$ cat config.mk
export PLATFORM = sky130hd
export DESIGN_NAME = mpab_chan
export DESIGN_NICKNAME = d
export VERILOG_FILES = /design/src/design/mpab_pkg.sv /design/src/design/mpab_chan.sv
export SDC_FILE = /design/constraint.sdc
export NUM_CORES = 2
export LEC_CHECK = 0
export BUFFER_PORTS_ARGS = -buffer_cell sky130_fd_sc_hd__buf_4
export CORE_UTILIZATION = 65
export DETAILED_ROUTE_END_ITERATION = 7
export MAX_ROUTING_LAYER = met4
export PLACE_DENSITY = 0.87
export SYNTH_ARGS = -nofsm -noshare
export SYNTH_HDL_FRONTEND = slang
export SYNTH_SLANG_ARGS = --single-unit
$ cat constraint.sdc
create_clock -name clk -period 8.25 [get_ports clk]
set_input_delay 0 -clock clk [delete_from_list [all_inputs] [get_ports clk]]
set_output_delay 0 -clock clk [all_outputs]
set_load 0.02 [all_outputs]
$ cat src/design/mpab_pkg.sv
// Shared types, constants and a helper function for the masked pixel alpha blender.
package mpab_pkg;

  typedef enum logic [1:0] {
    REG_RED   = 2'd0,
    REG_GREEN = 2'd1,
    REG_BLUE  = 2'd2,
    REG_ALPHA = 2'd3
  } cfg_reg_t;

  localparam logic [31:0] RED_RESET   = 32'h00FF_0000;
  localparam logic [31:0] GREEN_RESET = 32'h0000_FF00;
  localparam logic [31:0] BLUE_RESET  = 32'h0000_00FF;
  localparam logic [31:0] ALPHA_RESET = 32'hFF00_0000;

  localparam logic [7:0]  ALPHA_FULL = 8'hFF;
  localparam logic [47:0] ROUND_HALF = 48'd32512;

  // Reciprocal of 65025 scaled by 2**64 and rounded up; exact for 48-bit dividends.
  localparam logic [48:0] RECIP = 49'h01_0203_0405_0608;

  typedef struct packed {
    logic mul;
    logic sum;
    logic pp;
    logic quo;
  } chan_en_t;

  function automatic logic [5:0] tz_count(input logic [31:0] m);
    logic [31:0] low;
    logic [5:0]  c;
    low = m & (~m + 32'd1);
    c   = 6'd32;
    if (low != 32'd0) c = c - 6'd1;
    if ((low & 32'h0000_FFFF) != 32'd0) c = c - 6'd16;
    if ((low & 32'h00FF_00FF) != 32'd0) c = c - 6'd8;
    if ((low & 32'h0F0F_0F0F) != 32'd0) c = c - 6'd4;
    if ((low & 32'h3333_3333) != 32'd0) c = c - 6'd2;
    if ((low & 32'h5555_5555) != 32'd0) c = c - 6'd1;
    return c;
  endfunction

endpackage

$ cat src/design/mpab_chan.sv
// Per-channel blend datapath: weighted sum, rounded division by 65025, clip and placement.
module mpab_chan
  import mpab_pkg::*;
(
  input  logic        clk,
  input  chan_en_t    en,
  input  logic [31:0] dval,
  input  logic [31:0] sval,
  input  logic [15:0] wa,
  input  logic [15:0] wb,
  input  logic [5:0]  shift,
  input  logic [31:0] maxv,
  input  logic [31:0] mask,
  output logic [31:0] part
);

  localparam logic [24:0] RECIP_HI = RECIP[48:24];
  localparam logic [23:0] RECIP_LO = RECIP[23:0];

  logic [47:0] pa;
  logic [47:0] pb;
  logic [47:0] x;
  logic [48:0] p_hh;
  logic [47:0] p_hl;
  logic [48:0] p_lh;
  logic [47:0] p_ll;
  logic [32:0] q;

  logic [48:0] x_sum;
  logic [49:0] mid;
  logic [96:0] acc;
  logic [31:0] q_sat;

  assign x_sum = {1'b0, pa} + {1'b0, pb} + {1'b0, ROUND_HALF};
  assign mid   = {2'b00, p_hl} + {1'b0, p_lh};
  assign acc   = {p_hh, 48'd0} + {23'd0, mid, 24'd0} + {49'd0, p_ll};

  always_ff @(posedge clk) begin
    if (en.mul) begin
      pa <= {16'd0, dval} * {32'd0, wa};
      pb <= {16'd0, sval} * {32'd0, wb};
    end
    if (en.sum) begin
      x <= x_sum[47:0];
    end
    if (en.pp) begin
      p_hh <= {25'd0, x[47:24]} * {24'd0, RECIP_HI};
      p_hl <= {24'd0, x[47:24]} * {24'd0, RECIP_LO};
      p_lh <= {25'd0, x[23:0]} * {24'd0, RECIP_HI};
      p_ll <= {24'd0, x[23:0]} * {24'd0, RECIP_LO};
    end
    if (en.quo) begin
      q <= acc[96:64];
    end
  end

  assign q_sat = (q > {1'b0, maxv}) ? maxv : q[31:0];
  assign part  = (q_sat << shift) & mask;

endmodule

==> flow_metrics.tcl <==
set metrics [dict create \
    worst_r2r_path_depth 24 \
    port_buffers 202 \
    num_vias 51936 \
    finalSetupViolCount 0 \
    vias_per_cell 6.00 \
    arrival_ps 7170 \
    slew_headroom 0.210 \
    cp_slowest_cell "a2111oi_1" \
    start_util 0.656 \
    fin_nets 9607 \
    worst-path-stages 24 \
    antenna_found_initial 2 \
    cts_sinks 319 \
    hp-class "in -> reg" \
    layout-drive-gt1-share 0.0467 \
    worst_clock_skew_ps 33.8 \
    tightest_slew_ps 1180 \
    grt_setup_unrepaired "false" \
    overflow 0 \
    cts_tree "built" \
    synth_largest_area_cell "fa_1" \
    num_io_pins 203 \
    die-area_mm2 0.108 \
    die_h_um 328 \
    synth_area_leaders "fa_1 29%, ha_1 21%, edfxtp_1 14%" \
    hpwl_um 138000 \
    ys_seq_elements 319 \
    grt_pass1_wl_um 280000 \
    layout_commonest_cell "inv_1" \
    min-delay-start "wb[0]" \
    insertion_delay_ps 580 \
    slew_viol_final 0 \
    drt_wl_total_um 173000 \
    coreArea_mm2 0.105 \
    critPathKind "in -> reg" \
    grtUsageTotal 0.338 \
    synthCells 7184 \
    yosys.cell_types.count 87 \
    seq_area_frac_synth 0.139 \
    fmax_ghz 0.145 \
    fp.dieW_um 328 \
    ff2ff_setup_slack_ps 1420 \
    gp_congestion 0.957 \
    async_flop_share 0 \
    cts_inserted_buffers 37 \
    grt_pass1_vias 55531 \
    finalSetupTns_ps 0 \
    synth.avg_cell_area_um2 9.63 \
    most-common-layout-cells "1327 x inv_1, 1187 x ha_1, 1011 x fa_1" \
    postRouteAntennaNets 0 \
    period_share 0.834 \
    min_period_ps 6880 \
    wl_per_cell_um 20.0 \
    reg2reg_from "p_hl[5]" \
    synthFlopType "edfxtp_1" \
    endpoint_kind "flip-flop" \
    syn_to_final_growth_pct 5.55 \
    cp-start-kind "primary input" \
    synth.cell_area_mm2 0.0692 \
    ctsHoldBuffers 7 \
    clockBufferDepth 3 \
    dr.first_iter.drc_count 3493 \
    rows 119 \
    crit_path_frequent_cell "fa_1" \
    cts_resized 0 \
    synth_edf_count 319 \
    grt_max_degree 94 \
    hold_viol_final 0 \
    cpPeakStageDelay_ps 640 \
    synth_nets 9553 \
    maxCapViolCount 0 \
    startpoint "wb[1]" \
    cts.htree.levels 2 \
    netlist.area_leader.share 0.293 \
    drc 10 \
    violations "DRC" \
    worstPathMaxFanout 32 \
    path_buf_inv 4 \
    cp_cell_sequence "buf_4 -> nand2_1 -> fa_1 -> fa_1 -> fa_1 -> inv_1 -> fa_1 -> fa_1 -> inv_1 -> fa_1 -> inv_1 -> ha_1 -> and4_1 -> and2_1 -> o21ai_0 -> o211ai_1 -> a311o_1 -> a21oi_1 -> o211ai_1 -> a2111oi_1 -> nor3_1 -> o22ai_1 -> o21ai_1 -> xor2_1" \
    cts_setup_buffers 0 \
    crit_family "adder cells" \
    dr.pass1.iters 8 \
    crit_required_ps 8540 \
    regToRegEndpoint "q[32]" \
    cts-root-buf "clkbuf_16" \
    clk_pin_slew_ps 60 \
    yosys_warnings 0 \
    run_status "complete, but fails checks" \
    setup.worst_path.end "pb[46]" \
]
[logic make-up (layout without fill, tap and decap cells)]
group / after synthesis / after routing / synth area share
flip-flops: 319 / 319 / 0.139
adder cells (fa/ha/maj): 2198 / 2198 / 0.507
multiplexers: 97 / 97 / 0.0174
buffers and inverters: 1539 / 1619 / 0.0839
other: 0 / 2 / 0
XOR/XNOR: 296 / 296 / 0.0375
AND/OR/NAND/NOR: 1797 / 1797 / 0.127
AO/OA/AOI/OAI: 938 / 938 / 0.0884
[flip-flops by register name, indices dropped and copies added, names as in the netlist]
register	count
p_lh	38
pa	48
p_hh	38
pb	48
q	33
p_ll	26
x	48
p_hl	40
[worst reg2reg max path, stage by stage, from the launching register on]
cell and delay (ps):
edfxtp_1 480, ha_1 430, o21ai_0 120, o21a_1 220, or4_1 600, a311oi_1 820, o2111ai_1 180, a21boi_0 480
o311a_1 300, o41ai_1 110, o21ai_0 320, o21a_1 220, nor2_1 80, ha_1 350, nor2b_1 170, o21ai_0 100
nand2b_1 100, a21o_1 120, a21oi_1 60, o21ai_0 280, a41oi_4 90, a21oi_4 360, and4_4 320, nand4_1 120
xnor2_1 140
[how the worst min path moves through the flow]
stage	endpoint	slack, ps	cells after the start
floorplan	p_hh[11]	110	0
finish	pb[0]	40	2
global route	pb[0]	50	2
global placement	part[9]	320	4
detailed placement	part[14]	330	4
CTS	pb[0]	10	2
[final cells by class]
| type | count | area [um2] |
|---|---|---|
| antenna | 2 | 5.00 |
| clock buffer | 43 | 991 |
| clock inverter | 22 | 193 |
| fill | 7628 | 32400 |
| inverter | 1329 | 4990 |
| multi-input combinational | 5326 | 53800 |
| sequential | 319 | 9580 |
| tap | 1391 | 1740 |
| timing repair buffer | 225 | 1710 |
[cell usage after synthesis, types with 71 or more instances]
| library cell | n |
|---|---|
| and2_1 | 448 |
| mux2i_1 | 71 |
| ha_1 | 1187 |
| xor2_1 | 84 |
| o21ai_0 | 169 |
| a21o_1 | 189 |
| nand3_1 | 79 |
| fa_1 | 1011 |
| edfxtp_1 | 319 |
| xnor2_1 | 212 |
| nor2_1 | 208 |
| nand2_1 | 751 |
| a21oi_1 | 276 |
| inv_1 | 1327 |
| clkbuf_1 | 201 |
[per-stage QoR]
| step | util | hold WS, ps | std cells | worst slack, ps | area (um2) |
|---|---|---|---|---|---|
| after floorplan | - | 112 | 7184 | 1760 | 69200 |
| after global placement | 0.680 | 324 | 8583 | 1040 | 71700 |
| after detailed placement | 0.680 | 329 | 8583 | 882 | 71700 |
| after CTS | 0.692 | 10.9 | 8655 | 1420 | 73000 |
| after global routing | 0.692 | 53.2 | 8657 | 983 | 73000 |
| final | 0.692 | 44.6 | 8657 | 1370 | 73000 |
[per-layer routing]
layer	wire length, um	part of all wire	global-route usage	up-vias
met2	86200	0.50	0.572	2243
li1	-	-	-	23521
met1	65500	0.38	0.401	25576
met5	0	0	-	-
met3	11900	0.069	0.0396	596
met4	9170	0.053	0.161	0
Power is not shown: default switching activity piles up to over one toggle a cycle in this logic, so the estimate is an artifact.
